==> src/sv/gmv_pkg.sv <==
// Shared types and constants for the grouped mean and variance core.
// Used by gmv_cell, gmv_stats and grouped_mean_variance_core; no dependencies.
package gmv_pkg;

    localparam int KEY_W   = 32;
    localparam int SAMP_W  = 16;
    localparam int SQ1_W   = 32;
    localparam int SUM_W   = 40;
    localparam int SQS_W   = 56;
    localparam int CNT_W   = 21;
    localparam int STAT_W  = 32;
    localparam int RD_W    = 3;
    localparam int POW_W   = 14;

    // Input transaction kinds.
    localparam logic [1:0] KIND_ACC    = 2'd0;
    localparam logic [1:0] KIND_REPORT = 2'd1;
    localparam logic [1:0] KIND_LOOKUP = 2'd2;
    localparam logic [1:0] KIND_CLEAR  = 2'd3;

    // One class entry held by a cell.
    typedef struct packed {
        logic signed [KEY_W-1:0] key;
        logic [SUM_W-1:0]        sum;
        logic [SQS_W-1:0]        sq;
        logic [CNT_W-1:0]        cnt;
    } entry_t;

    // Link handed from a cell to its right-hand neighbour.
    typedef struct packed {
        logic occ;
        logic gt;
    } link_t;

    // Command broadcast to every cell.
    typedef struct packed {
        logic                     update;
        logic                     insert;
        logic signed [KEY_W-1:0]  key;
        logic signed [SAMP_W-1:0] sample;
        logic [SQ1_W-1:0]         sq;
        logic                     sample_ok;
    } bcast_t;

    // Powers of ten for the key rounding.
    function automatic logic [POW_W-1:0] pow_ten(input logic [RD_W-1:0] d);
        logic [POW_W-1:0] p;
        begin
            case (d)
                3'd0:    p = 14'd1;
                3'd1:    p = 14'd10;
                3'd2:    p = 14'd100;
                3'd3:    p = 14'd1000;
                default: p = 14'd10000;
            endcase
            return p;
        end
    endfunction

endpackage

==> src/sv/gmv_stats.sv <==
// Mean and unbiased variance of one class by shift-add multiplication and
// restoring division, one bit per cycle. Depends on gmv_pkg.
module gmv_stats (
    input  logic                         clk,
    input  logic                         rst_n,
    input  logic                         start,
    input  logic [gmv_pkg::CNT_W-1:0]    n,
    input  logic [gmv_pkg::SUM_W-1:0]    sum,
    input  logic [gmv_pkg::SQS_W-1:0]    sq,
    output logic                         done,
    output logic [gmv_pkg::STAT_W-1:0]   mean,
    output logic [gmv_pkg::STAT_W-1:0]   variance
);

    localparam int CNT_W = gmv_pkg::CNT_W;
    localparam int SUM_W = gmv_pkg::SUM_W;
    localparam int SQS_W = gmv_pkg::SQS_W;
    localparam int ST_W  = gmv_pkg::STAT_W;
    localparam int W     = 80;
    localparam int DEN_W = 2 * CNT_W;
    localparam int REM_W = DEN_W + 1;
    localparam int CW    = 7;

    typedef enum logic [2:0] {
        S_IDLE, S_MULN, S_MULS, S_DIVM, S_DIVV
    } state_t;

    state_t             state_reg;
    logic [CW-1:0]      step_reg;
    logic [W-1:0]       acc_reg;
    logic [W-1:0]       mcand_reg;
    logic [SUM_W-1:0]   mplier_reg;
    logic [W-1:0]       prod_reg;
    logic [W-1:0]       dvd_reg;
    logic [REM_W-1:0]   rem_reg;
    logic [DEN_W-1:0]   den_reg;
    logic [DEN_W-1:0]   den_var_reg;
    logic [SUM_W-1:0]   asum_reg;
    logic               neg_reg;
    logic               numneg_reg;
    logic [CNT_W-1:0]   n_reg;
    logic               done_reg;
    logic [ST_W-1:0]    mean_reg;
    logic [ST_W-1:0]    var_reg;

    logic [SUM_W-1:0]   asum_in;
    logic [W-1:0]       acc_add;
    logic [REM_W-1:0]   rem_sh;
    logic               q_bit;
    logic [REM_W-1:0]   rem_new;
    logic [W-1:0]       dvd_new;
    logic [W-1:0]       qneg;

    // Magnitude of the sum, multiply step and restoring divide step.
    always_comb
    begin
        asum_in = sum[SUM_W-1] ? (~sum + SUM_W'(1)) : sum;
        acc_add = mplier_reg[0] ? (acc_reg + mcand_reg) : acc_reg;
        rem_sh  = {rem_reg[REM_W-2:0], dvd_reg[W-1]};
        q_bit   = (rem_sh >= REM_W'(den_reg));
        rem_new = q_bit ? (rem_sh - REM_W'(den_reg)) : rem_sh;
        dvd_new = {dvd_reg[W-2:0], q_bit};
        qneg    = ~dvd_new + W'(1);
    end

    // Sequencer and result registers.
    always_ff @(posedge clk or negedge rst_n)
    begin
        if (!rst_n)
        begin
            state_reg <= S_IDLE;
            done_reg  <= 1'b0;
        end
        else
        begin
            done_reg <= 1'b0;
            case (state_reg)
                S_IDLE:
                begin
                    if (start)
                    begin
                        n_reg       <= n;
                        asum_reg    <= asum_in;
                        neg_reg     <= sum[SUM_W-1];
                        den_var_reg <= n * (n - CNT_W'(1));
                        acc_reg     <= '0;
                        mcand_reg   <= W'(sq);
                        mplier_reg  <= SUM_W'(n);
                        step_reg    <= CW'(CNT_W);
                        state_reg   <= S_MULN;
                    end
                end
                S_MULN:
                begin
                    acc_reg    <= acc_add;
                    mcand_reg  <= {mcand_reg[W-2:0], 1'b0};
                    mplier_reg <= mplier_reg >> 1;
                    step_reg   <= step_reg - CW'(1);
                    if (step_reg == CW'(1))
                    begin
                        prod_reg   <= acc_add;
                        acc_reg    <= '0;
                        mcand_reg  <= W'(asum_reg);
                        mplier_reg <= asum_reg;
                        step_reg   <= CW'(SUM_W);
                        state_reg  <= S_MULS;
                    end
                end
                S_MULS:
                begin
                    acc_reg    <= acc_add;
                    mcand_reg  <= {mcand_reg[W-2:0], 1'b0};
                    mplier_reg <= mplier_reg >> 1;
                    step_reg   <= step_reg - CW'(1);
                    if (step_reg == CW'(1))
                    begin
                        numneg_reg <= (prod_reg < acc_add);
                        prod_reg   <= prod_reg - acc_add;
                        dvd_reg    <= W'({asum_reg, 8'h00});
                        rem_reg    <= '0;
                        den_reg    <= DEN_W'(n_reg);
                        step_reg   <= CW'(W);
                        state_reg  <= S_DIVM;
                    end
                end
                S_DIVM:
                begin
                    dvd_reg  <= dvd_new;
                    rem_reg  <= rem_new;
                    step_reg <= step_reg - CW'(1);
                    if (step_reg == CW'(1))
                    begin
                        mean_reg  <= neg_reg ? qneg[ST_W-1:0] : dvd_new[ST_W-1:0];
                        dvd_reg   <= prod_reg;
                        rem_reg   <= '0;
                        den_reg   <= den_var_reg;
                        step_reg  <= CW'(W);
                        state_reg <= S_DIVV;
                    end
                end
                S_DIVV:
                begin
                    dvd_reg  <= dvd_new;
                    rem_reg  <= rem_new;
                    step_reg <= step_reg - CW'(1);
                    if (step_reg == CW'(1))
                    begin
                        if (numneg_reg)
                            var_reg <= '0;
                        else if (dvd_new[W-1:ST_W] != '0)
                            var_reg <= '1;
                        else
                            var_reg <= dvd_new[ST_W-1:0];
                        done_reg  <= 1'b1;
                        state_reg <= S_IDLE;
                    end
                end
                default:
                begin
                    state_reg <= S_IDLE;
                end
            endcase
        end
    end

    assign done     = done_reg;
    assign mean     = mean_reg;
    assign variance = var_reg;

endmodule
==> config.mk <==
export PLATFORM = sky130hd
export DESIGN_NAME = gmv_stats
export DESIGN_NICKNAME = d
export VERILOG_FILES = /design/src/sv/gmv_pkg.sv /design/src/sv/gmv_stats.sv
export SDC_FILE = /design/constraint.sdc
export NUM_CORES = 2
export LEC_CHECK = 0
export ABC_AREA = 1
export BUFFER_PORTS_ARGS = -buffer_cell sky130_fd_sc_hd__buf_4
export CELL_PAD_IN_SITES_DETAIL_PLACEMENT = 0
export CELL_PAD_IN_SITES_GLOBAL_PLACEMENT = 1
export CORE_ASPECT_RATIO = 1.75
export CORE_MARGIN = 10
export CORE_UTILIZATION = 35
export CTS_CLUSTER_DIAMETER = 200
export DETAILED_ROUTE_END_ITERATION = 6
export PLACE_DENSITY = 0.71
export SYNTH_ARGS = -nofsm -noshare
export SYNTH_HDL_FRONTEND = slang
export SYNTH_SLANG_ARGS = --single-unit
export TNS_END_PERCENT = 1
==> constraint.sdc <==
create_clock -name clk -period 15.1 [get_ports clk]
set_clock_uncertainty 0.1 [all_clocks]
set_input_delay 3.02 -clock clk [delete_from_list [all_inputs] [get_ports clk]]
set_output_delay 3.02 -clock clk [all_outputs]
set_load 0.05 [all_outputs]
==> impl_results.md <==
* IO Pins at 185
* Vias per inst at 5.30
* Maximum buffer depth of the clock tree at 3
* Worst path arrival time at 12.54 ns
* Worst r2r src: acc_reg[0]$_SDFFCE_PP0P_
* Setup bufs post-CTS at 0
* First-pass GRT wire length at 411000 um
* Clock slew at reported path FFs at 0.06 ns
* # H-tree levels at 3
* Most frequent cell after synthesis: nand2_1
* Crit path max fanout at 14
* YS warnings at 0
* DR top layer: met5
* Post-synth EDFFs at 619
* GRT overflow at 0
* Final Cell Area at 0.0677 mm2
* Final Setup Violations at 0
* Setup crit start kind: primary input
* Initial Util at 35.2%
* Initial antenna violation count at 19
* Cts hold-fix bufs at 0
* Post-synthesis register bit count at 623
* Setup TNS at 0 ns
* Area growth syn-to-layout at 9.96%
* Top cell type's share of synthesized area at 30.2%
* Num CTS Buffers at 69
* WL met2 at 150000 um
* WS Path Type: in -> reg
* DR vias at 56.1k
* RSZ-0062 raised after global routing: no
* Post-synth top area cell: edfxtp_1
* Die height at 575 um
* Initial DRC count at 4080
* Async S/R FF share, synth at 0.642%
* Clk sink count at 623
* Register area share after synthesis at 30.3%
* Root buffer cell: clkbuf_16
* Detail Placement HPWL at 249000 um
* Worst path slowest cell: ha_1
* M1 WL at 93100 um
* Minimum clock period at 12.19 ns
* WL final at 293000 um
* Final Hold Fails at 0
* Required @ worst endpoint at 15.46 ns
* Core area at 0.175 mm2
* Slew margin rel. at 12.3%
* Period utilisation layout at 80.7%
* Post-DRT Antenna Nets at 0
* Synth Flop Type: edfxtp_1
* Setup crit start: n[1]
* Hold_sp: n_reg[6]$_DFFE_PP_
* Drt drc at 0
* Die Width at 337 um
* CTS tree: built
* Max_cap viols at 0
* Mapped Avg Cell Area at 7.56 um2
* CP endpoint kind: flop
* Site Rows at 203
* Worst-Margin Slew at 1.32 ns
* Mapped cell area at 0.0616 mm2
* Max Slew Vio Count at 0
* Outcome: finished, final reports clean
* Top cells by count, synth: nand2_1 (2054), inv_1 (1538), nor2_1 (871)
* DIE AREA at 0.194 mm2
* Post-CTS sizing at 0
* Routed length on met3 at 11500 um
* Fill count at 18.6k
* Clock Latency Late Sink at 0.68 ns
* Number of global-route vias before repair at 58.0k
* Largest net degree at the start of global routing at 127
* Synthesized instance count at 8152
* Fmax at 82.1 MHz
* Slowest stage delay, CP at 0.83 ns
* Pre-antenna DRT Iters at 6
* GP Congestion at 1.05
* Top cells by area, synth: edfxtp_1 (30%), nand2_1 (13%), fa_1 (12%), inv_1 (9.4%), ha_1 (8.1%)
* Distinct cells, synth at 68
* Count of buffers from port buffering at 184
* Placed instance area at 0.0655 mm2
* Hold Crit Class: reg -> reg
* Layout Nets at 9152
* Critical Path Most Common Cell: inv_1
* GRT Total Usage at 29.7%
* Syn nets at 9052
* Share of cells above drive strength 1 at 7.20%
* WL/cell at 27.8 um
[routing by layer]
metal	vias up	GRT usage (%)
met5	-	0
met4	8	31.7
met3	844	3.44
met2	2026	54.1
met1	27000	27.2
li1	26200	-
[cells by family after synthesis]
kind of cell | synth area share, %
buf+inv | 11.0
flops | 30.3
xor+xnor | 2.64
fa+ha+maj | 20.5
simple gates | 24.8
mux | 0.0163
compound gates | 10.6
[critical path, delay by kind of cell]
kind | cells | cell delay (ns)
AOI/OAI and AO/OA | 2 | 0.63
xor gates and xnor gates | 1 | 0.32
adders and majority gates | 10 | 4.97
buffers and inverters | 10 | 1.98
and+or+nand+nor | 6 | 1.59
[metrics by stage]
step	cells	setup slack, ns	hold WS, ns	utilization, %
3_5_place_dp	10400	2.55	0.397	37.4
6_report	10600	2.91	0.409	38.7
2_1_floorplan	8152	2.19	0.387	-
3_3_place_gp	10400	2.49	0.395	37.4
4_1_cts	10600	3.25	0.411	38.7
5_1_grt	10600	2.83	0.429	38.7
[layout by cell type, fill, tap and decap left out, drive strengths merged, types with 2 or more instances in the layout]
cell type     n
buf         245
fa          381
a21oi       378
a22o         16
clkinv       43
nor3         65
nor4         18
o22ai         3
nand3b       25
a31o          2
or2          75
o31ai         2
a32o         35
bufinv        4
and3          9
xor2        113
o221ai       43
a31oi        25
o21ai       458
clkinvlp      6
a21o         22
o21bai       34
a211oi        2
a21boi       17
diode         9
nor2        916
inv        1570
o211ai       48
o21a          8
nand2b        3
nand4        86
nand3       358
ha          399
nand2      2096
dfrtp         4
xnor2        73
edfxtp      619
clkbuf       79
o311ai       18
[final cells by class]
cell class | instances | area, um2 | share of cell area, %
diodes | 9 | 22.5 | 0.0333
clock inverters | 45 | 399 | 0.589
well taps | 2255 | 2820 | 4.17
multi-input cells | 5735 | 36200 | 53.4
repair buffers | 245 | 1860 | 2.75
inverters | 1578 | 5930 | 8.76
flip-flops and latches | 623 | 18700 | 27.6
clock buffers | 79 | 1820 | 2.68
[path summary, 6_finish.rpt]
kind,slack (ns),to,cells after the start
setup / recovery,2.91,den_var_reg[23]$_DFFE_PP_,29
hold / removal,0.41,den_reg[6]$_DFFE_PP_,2
setup reg to reg,8.39,prod_reg[63]$_DFFE_PP_,23
max in group asynchronous,12.66,state_reg[1]$_DFFE_PN0P_,1
hold reg to reg,0.41,den_reg[6]$_DFFE_PP_,2
min in group asynchronous,2.07,state_reg[2]$_DFFE_PN0P_,1
Power is left out: the tool's default activity adds up to more than one toggle a clock period on the data nets, which glitch-free logic cannot reach.
