[src/sv/gmv_pkg.sv]
// Shared types and constants for the grouped mean and variance core.
// Used by gmv_cell, gmv_stats and grouped_mean_variance_core; no dependencies.
package gmv_pkg;

    localparam int KEY_W   = 32;
    localparam int SAMP_W  = 16;
    localparam int SQ1_W   = 32;
    localparam int SUM_W   = 40;
    localparam int SQS_W   = 56;
    localparam int CNT_W   = 21;
    localparam int STAT_W  = 32;
    localparam int RD_W    = 3;
    localparam int POW_W   = 14;

    // Input transaction kinds.
    localparam logic [1:0] KIND_ACC    = 2'd0;
    localparam logic [1:0] KIND_REPORT = 2'd1;
    localparam logic [1:0] KIND_LOOKUP = 2'd2;
    localparam logic [1:0] KIND_CLEAR  = 2'd3;

    // One class entry held by a cell.
    typedef struct packed {
        logic signed [KEY_W-1:0] key;
        logic [SUM_W-1:0]        sum;
        logic [SQS_W-1:0]        sq;
        logic [CNT_W-1:0]        cnt;
    } entry_t;

    // Link handed from a cell to its right-hand neighbour.
    typedef struct packed {
        logic occ;
        logic gt;
    } link_t;

    // Command broadcast to every cell.
    typedef struct packed {
        logic                     update;
        logic                     insert;
        logic signed [KEY_W-1:0]  key;
        logic signed [SAMP_W-1:0] sample;
        logic [SQ1_W-1:0]         sq;
        logic                     sample_ok;
    } bcast_t;

    // Powers of ten for the key rounding.
    function automatic logic [POW_W-1:0] pow_ten(input logic [RD_W-1:0] d);
        logic [POW_W-1:0] p;
        begin
            case (d)
                3'd0:    p = 14'd1;
                3'd1:    p = 14'd10;
                3'd2:    p = 14'd100;
                3'd3:    p = 14'd1000;
                default: p = 14'd10000;
            endcase
            return p;
        end
    endfunction

endpackage

[src/sv/gmv_cell.sv]
// One cell of the sorted class table: holds a single class entry.
// Depends on gmv_pkg; instantiated as a chain by grouped_mean_variance_core.
module gmv_cell #(
    parameter int MAX_COUNT = 1048576
) (
    input  logic            clk,
    input  gmv_pkg::bcast_t bc,
    input  logic            occ,
    input  gmv_pkg::entry_t left_entry,
    input  gmv_pkg::link_t  left_link,
    output gmv_pkg::entry_t entry,
    output gmv_pkg::link_t  link,
    output logic            match
);

    localparam int SUM_W = gmv_pkg::SUM_W;
    localparam int SQS_W = gmv_pkg::SQS_W;
    localparam int CNT_W = gmv_pkg::CNT_W;

    gmv_pkg::entry_t entry_reg;
    gmv_pkg::entry_t entry_next;
    logic            gt;
    logic            place;

    // Compare the broadcast key with the stored one.
    always_comb
    begin
        gt    = occ && (entry_reg.key > bc.key);
        match = occ && (entry_reg.key == bc.key);
        place = (gt || !occ) && left_link.occ && !left_link.gt;
        link  = '{occ: occ, gt: gt};
    end

    // Open a new class here, shift the left entry in, or add the sample to this class.
    always_comb
    begin
        entry_next = entry_reg;
        if (bc.insert && place)
        begin
            entry_next.key = bc.key;
            entry_next.sum = bc.sample_ok ? SUM_W'(bc.sample) : '0;
            entry_next.sq  = bc.sample_ok ? SQS_W'(bc.sq) : '0;
            entry_next.cnt = bc.sample_ok ? CNT_W'(1) : '0;
        end
        else if (bc.insert && left_link.occ && left_link.gt)
        begin
            entry_next = left_entry;
        end
        else if (bc.update && match && bc.sample_ok
                 && (entry_reg.cnt < CNT_W'(MAX_COUNT)))
        begin
            entry_next.sum = entry_reg.sum + SUM_W'(bc.sample);
            entry_next.sq  = entry_reg.sq + SQS_W'(bc.sq);
            entry_next.cnt = entry_reg.cnt + CNT_W'(1);
        end
    end

    always_ff @(posedge clk)
    begin
        entry_reg <= entry_next;
    end

    assign entry = entry_reg;

endmodule

[config.mk]
export PLATFORM = sky130hd
export DESIGN_NAME = gmv_cell
export DESIGN_NICKNAME = d
export VERILOG_FILES = /design/src/sv/gmv_pkg.sv /design/src/sv/gmv_cell.sv
export SDC_FILE = /design/constraint.sdc
export NUM_CORES = 1
export LEC_CHECK = 0
export BUFFER_PORTS_ARGS = -buffer_cell sky130_fd_sc_hd__buf_4
export CORE_UTILIZATION = 40
export CTS_BUF_LIST = sky130_fd_sc_hd__clkbuf_2 sky130_fd_sc_hd__clkbuf_4 sky130_fd_sc_hd__clkbuf_8
export DETAILED_ROUTE_END_ITERATION = 10
export PLACE_DENSITY = 0.69
export SYNTH_ARGS = -nofsm -noshare
export SYNTH_HDL_FRONTEND = slang
export SYNTH_SLANG_ARGS = --single-unit
export TNS_END_PERCENT = 100
[constraint.sdc]
create_clock -name clk -period 6 [get_ports clk]
set_clock_uncertainty 0.2 [all_clocks]
set_input_delay 0.3 -clock clk [delete_from_list [all_inputs] [get_ports clk]]
set_output_delay 0.3 -clock clk [all_outputs]
set_load 0.02 [all_outputs]
==> reports/metrics.csv, run 1 <==
stage;metric;value;unit
clocking;cts_tree;built;
critical_path;r2r-end;entry[130]$_DFFE_PP_;
synth;synth_nets;1728;
synth;synth.yosys.seq_area_share;36.7;%
synth;postSynthCellCount;1386;
min_path;whs_endpoint;entry[0]$_DFFE_PP_;
grt;antenna_found_initial;0;
critical_path;path_max_fanout;63;
placement;io_buffers;387;
cells_and_area;area_growth;44.1;%
synth;synthTopCellsByCount;a21oi_1, nand2_1, edfxtp_1;
clocking;cts_made_buffers;17;
synth;synth_edf_count;149;
grt;grt_util_all_layers;27.6;%
die;die_area;31200;µm²
cells_and_area;final_nets;2249;
clocking;root_buffer;clkbuf_8;
grt;grt_pass1_vias;12845;
synth;synth_top_area_share;36.7;%
timing;setup_ws;1.25;ns
critical_path;rrSetupSlack;1.25;ns
synth;synth_top_family_by_area;compound AO/OA/AOI/OAI gates;
synth;avgSynthCellArea;8.79;µm²
job;cap_viol_max_count;0;
critical_path;reg2reg_depth;11;
critical_path;reg2reg_from;entry[144]$_DFFE_PP_;
cells_and_area;drive_gt1_share;24.4;%
clocking;clk_transition_reported_paths;0.09;ns
synth;yosys_warnings;0;
die;die_x;177;µm
grt;grt-busiest-layer;met2;
die;io-pin-count;388;
detailed_routing;ant_nets;0;
pwr;p_per_area;217;nW/µm²
critical_path;crit_path_top_delay_cell;buf_4;
detailed_routing;wire_per_inst;18.7;µm
grt;grt_pass1_wl;67700;µm
cells_and_area;nFillCells;2606;
critical_path;crit_type;flop to flop;
min_path;hold_start;left_entry[0];
grt;grt_max_degree;96;
clocking;cts_sinks;149;
die;die_h;177;µm
pwr;leakage;7.48;nW
placement;dp_hpwl;30500;µm
cells_and_area;n_antenna_cell;0;
grt;grt_util_met1;34.2;%
die;rows;63;
synth;netlist_area;12200;µm²
synth;ys_top_cells_by_area;edfxtp_1, ha_1, a21oi_1;
critical_path;cp-startpoint;entry[144]$_DFFE_PP_;
synth;synth_fa_ha_area_share;11.0;%
outcome;status;finished, final reports clean;
timing;fin_tns_setup;0;ns
pwr;vdd_ir_drop_max;126;µV
detailed_routing;drtIter0Drc;1064;
timing;slew_violations;0;
grt;use_met3;5.88;%
detailed_routing;wl;43100;µm
timing;max_freq;210;MHz
timing;rsz0062_at_grt;no;
detailed_routing;vias;12845;
synth;muxShareOfSynthArea;0.0924;%
min_path;hold_path.class;primary input to flop;
timing;relSlewSlack;29.9;%
timing;setup_violations;0;
detailed_routing;drc;0;
critical_path;endpoint_kind;flop;
detailed_routing;drt_first_pass_iters;6;
synth;synth_area_leader_cell;edfxtp_1;
critical_path;crit_path_max_incr_delay;0.65;ns
critical_path;cp.required;6.14;ns
die;core;29800;µm²
timing;hold_slack;0.0326;ns
synth;yosys.area_share.simple;15.8;%
synth;synth.distinct_cells;75;
critical_path;crit_path_frequent_cell;o21ai_1;
synth;synth_seq_cells;149;
timing;period_minus_slack;4.75;ns
clocking;h-tree-depth;4;
clocking;clockBufferDepth;2;
synth;synth-xor-area-share;7.26;%
synth;async_reset_ff_share;0;%
grt;grtUsageMet2;46.3;%
synth;synth.most_common_cell;a21oi_1;
cells_and_area;largest_reg_flops;149;
placement;gp_congestion;0.953;
timing;worst_slew_pin_slew;1.05;ns
critical_path;crit_path_cell_trace;ha_1 -> nand4_1 -> nor4_1 -> o31ai_1 -> and4_1 -> o21ai_1 -> a211o_4 -> buf_4 -> nand2_1 -> o21ai_1 -> dlygate4sd3_1;
clocking;insertion_delay;0.48;ns
synth;synthFlopType;edfxtp_1;
detailed_routing;vias_per_cell;5.56;
timing;post-route-period-util;79.2;%
clocking;cts_setup_buffers;0;
critical_path;cp_data_arrival_time;4.90;ns
die;initial_core_util;40.9;%
grt;grt-ovfl-total;0;
synth;synth_compound_area_share;24.7;%
min_path;whs_path_depth;3;
timing;finalHoldViolations;0;
placement;place_ws;1.32;ns
critical_path;critPathLaunchType;flop;
## cells in the final DEF (no fill, tap or decap), types with 16 or more instances in the layout
cell,instances
o21ai_0,86
nand4_1,22
nor2_1,100
a31oi_1,28
a211oi_1,32
a21oi_1,167
nand3_1,40
nor3_1,16
dlygate4sd3_1,172
a21o_1,32
nand2_1,160
o21ai_1,58
clkbuf_8,17
xnor2_1,62
inv_1,64
buf_4,395
edfxtp_1,149
xor2_1,39
ha_1,104
## layout make-up
cell class              count  area [µm²]  area share (%)
repair buffers            567        4690            26.7
inverters                  65         244            1.39
well taps                 390         488            2.78
clock buffers              18         241            1.38
clock inverters            13         206            1.18
multi-input cells        1107        7210            41.1
flip-flops and latches    149        4470            25.5
## where the power goes
group / total (mW) / internal (mW) / switching [mW]
clock network: 0.950 / 0.497 / 0.453
logic: 1.51 / 0.712 / 0.801
registers: 1.35 / 1.29 / 0.0651
## per-stage QoR
stage / area [µm²] / power (mW) / utilization (%) / cells
2_1_floorplan: 12200 / 2.25 / - / 1386
3_3_place_gp: 15400 / 2.69 / 51.6 / 2106
3_5_place_dp: 15400 / 2.71 / 51.6 / 2106
4_1_cts: 17600 / 3.80 / 58.9 / 2309
5_1_grt: 17600 / 4.02 / 58.9 / 2309
6_report: 17600 / 3.81 / 58.9 / 2309
## worst max-delay path: cells and delay by family (launching register included)
family / cells / cell delay [ns]
flip-flops: 1 / 0.41
AO/OA/AOI/OAI: 4 / 1.22
adder cells (fa/ha/maj): 1 / 0.33
AND/OR/NAND/NOR: 4 / 1.22
buffers and inverters: 2 / 1.22
## logic make-up (layout without fill, tap and decap cells)
| kind of cell | after synthesis | count (layout) |
|---|---|---|
| AO/OA/AOI/OAI | 488 | 488 |
| AND/OR/NAND/NOR | 411 | 411 |
| flip-flops | 149 | 149 |
| buffers and inverters | 130 | 663 |
| adder cells (fa/ha/maj) | 106 | 106 |
| XOR/XNOR | 101 | 101 |
| multiplexers | 1 | 1 |
## layer usage
metal  part of all wire (%)  up-vias  wire length [µm]
met2                     48      541             20800
met1                     42     6064             18000
li1                       -     6150                 -
met5                      0        -                 0
met4                    3.0        0              1310
met3                    7.1       90              3050
## worst max path at each step
stage | slack (ns) | cells past startpoint | endpoint
floorplan | 0.39 | 11 | entry[0]$_DFFE_PP_
global placement | 1.39 | 13 | entry[90]$_DFFE_PP_
detailed placement | 1.32 | 13 | entry[86]$_DFFE_PP_
CTS | 1.33 | 11 | entry[130]$_DFFE_PP_
global route | 0.97 | 11 | entry[130]$_DFFE_PP_
finish | 1.25 | 11 | entry[130]$_DFFE_PP_
## timing repair
action | 4_1_cts | 5_1_grt
gates resized for setup | 0 | 0
hold buffers | 172 | 0
hold endpoints to repair | 113 | 0
Note: power is estimated with default switching activity, not from simulation.
==> inputs of run 2 (changes only) <==
--- a/config.mk
+++ b/config.mk
@@ -9,7 +9,7 @@
 export CORE_UTILIZATION = 40
 export CTS_BUF_LIST = sky130_fd_sc_hd__clkbuf_2 sky130_fd_sc_hd__clkbuf_4 sky130_fd_sc_hd__clkbuf_8
 export DETAILED_ROUTE_END_ITERATION = 10
-export PLACE_DENSITY = 0.69
+export PLACE_DENSITY = 0.72
 export SYNTH_ARGS = -nofsm -noshare
 export SYNTH_HDL_FRONTEND = slang
 export SYNTH_SLANG_ARGS = --single-unit
==> constraint.sdc (replaced) <==
create_clock -name clk -period 4.3 [get_ports clk]
set_clock_uncertainty 0.2 [all_clocks]
set_input_delay 0.215 -clock clk [delete_from_list [all_inputs] [get_ports clk]]
set_output_delay 0.215 -clock clk [all_outputs]
set_load 0.02 [all_outputs]
==> run 2 against run 1 <==
First-iteration DRC count fell by 16%. Power rose by 42%. Die area did not move. Highest routed layer unchanged. Register-to-register slack got worse by 0.97 ns. Global-route usage rose by 0.28 points. Wire length up 5.0%. Critical endpoint is now entry[37]$_DFFE_PP_. Utilization up 2.2 points. Non-clock buffer count up 57.
==> reports/metrics.csv, run 2 (synthesis gave the netlist of run 1 again) <==
stage;metric;value;unit
outcome;status;finished, final reports clean;
grt;grt_util_all_layers;27.9;%
cells_and_area;drive_gt1_share;24.2;%
placement;gp_congestion;0.884;
critical_path;cp.required;4.39;ns
grt;grt_pass1_wl;67500;µm
die;die_area;31200;µm²
critical_path;cp_data_arrival_time;4.14;ns
die;die_x;177;µm
timing;setup_ws;0.251;ns
clocking;cts_sinks;149;
die;io-pin-count;388;
clocking;insertion_delay;0.46;ns
placement;dp_hpwl;31300;µm
timing;max_freq;247;MHz
detailed_routing;wl;45300;µm
pwr;vdd_ir_drop_max;162;µV
detailed_routing;drtIter0Drc;899;
die;die_h;177;µm
critical_path;endpoint_kind;flop;
critical_path;crit_type;primary input to flop;
min_path;hold_path.class;primary input to flop;
die;rows;63;
placement;placed_area;15400;µm²
cells_and_area;design_area;18200;µm²
cells_and_area;fin_cells;2371;
job;cap_viol_max_count;0;
detailed_routing;wire_per_inst;19.1;µm
grt;grt-ovfl-total;0;
detailed_routing;drc;0;
cells_and_area;nFillCells;2475;
timing;fin_tns_setup;0;ns
cells_and_area;multi_input_area;7250;µm²
timing;slew_violations;0;
timing;period_minus_slack;4.05;ns
timing;hold_slack;0.0401;ns
cells_and_area;final_util;61.1;%
pwr;leakage;7.76;nW
die;core;29800;µm²
clocking;h-tree-depth;4;
clocking;clk_transition_reported_paths;0.09;ns
placement;dp_cells;2109;
detailed_routing;vias_per_cell;5.50;
detailed_routing;drt_first_pass_iters;7;
cells_and_area;largest_reg_flops;149;
critical_path;path_max_fanout;67;
cells_and_area;final_cell_mix;buf_4, dlygate4sd3_1, a21oi_1;
timing;relSlewSlack;39.4;%
cells_and_area;area_growth;49.5;%
pwr;p_total;5.42;mW
timing;finalHoldViolations;0;
timing;setup_violations;0;
detailed_routing;vias;13041;
critical_path;critPathLaunchType;primary input;
placement;io_buffers;387;
cells_and_area;final_nets;2308;
detailed_routing;ant_nets;0;
grt;grt_max_degree;78;
timing;worst_slew_pin_slew;0.909;ns
clocking;root_buffer;clkbuf_8;
timing;rsz0062_at_grt;no;
pwr;p_per_area;297;nW/µm²
clocking;cts_made_buffers;17;
grt;antenna_found_initial;3;
die;initial_core_util;40.9;%
timing;post-route-period-util;94.2;%
clocking;clockBufferDepth;2;
cells_and_area;layout_commonest_cell;buf_4;
placement;place_ws;0.312;ns
clocking;cts_tree;built;
cells_and_area;seqCellArea;4470;µm²
grt;grt_pass1_vias;12943;
run 2: timing repair:
item / CTS / global route
setup endpoints to repair: 0 / 53
hold buffers: 225 / 0
endpoints found under the hold margin: 149 / 0
resized for setup: 0 / 7
buffers inserted: 0 / 1
run 2: layout make-up:
| cell class | count | share of cell area (%) |
|---|---|---|
| Antenna cell | 3 | 0.0412 |
| Timing Repair Buffer | 624 | 29.1 |
| Clock buffer | 22 | 1.49 |
| Tap cell | 390 | 2.68 |
| Clock inverter | 9 | 0.976 |
| Sequential cell | 149 | 24.6 |
| Inverter | 65 | 1.34 |
| Multi-Input combinational cell | 1109 | 39.8 |
run 2: path summary, 6_finish.rpt:
kind	from	to	slack (ns)	cells after the start
worst max-delay path	bc[50]	entry[37]$_DFFE_PP_	0.25	15
worst min-delay path	left_entry[82]	entry[82]$_DFFE_PP_	0.04	4
worst max register to register	entry[118]$_DFFE_PP_	entry[37]$_DFFE_PP_	0.28	12
worst min register to register	entry[76]$_SDFFCE_PP0P_	entry[76]$_SDFFCE_PP0P_	0.51	2
run 2: metal layers:
layer  vias up  GRT usage, %  part of all wire [%]
li1       6292             -                     -
met1      6116          32.3                    40
met4         0          12.2                   3.6
met3        93          6.65                   7.6
met5         -             0                     0
met2       540          48.6                    49
run 2: worst max-delay path, cell delays in order:
cell and delay (ns):
dlygate4sd3_1 0.53, buf_4 0.10, inv_1 0.06, ha_1 0.30
nor2b_1 0.16, o211ai_1 0.12, a2111oi_0 0.46, o31ai_1 0.14
a31oi_1 0.30, o21ai_4 0.18, a211oi_4 0.33, buf_12 0.35
a32oi_1 0.14, dlygate4sd3_1 0.60, o21ai_0 0.09
run 2: report_power, final:
part	leakage (nW)	switching, mW	internal, mW
Combinational	6.14	1.14	1.07
Clock	0.232	0.595	0.721
Sequential	1.39	0.0935	1.79
Total	7.76	1.83	3.58
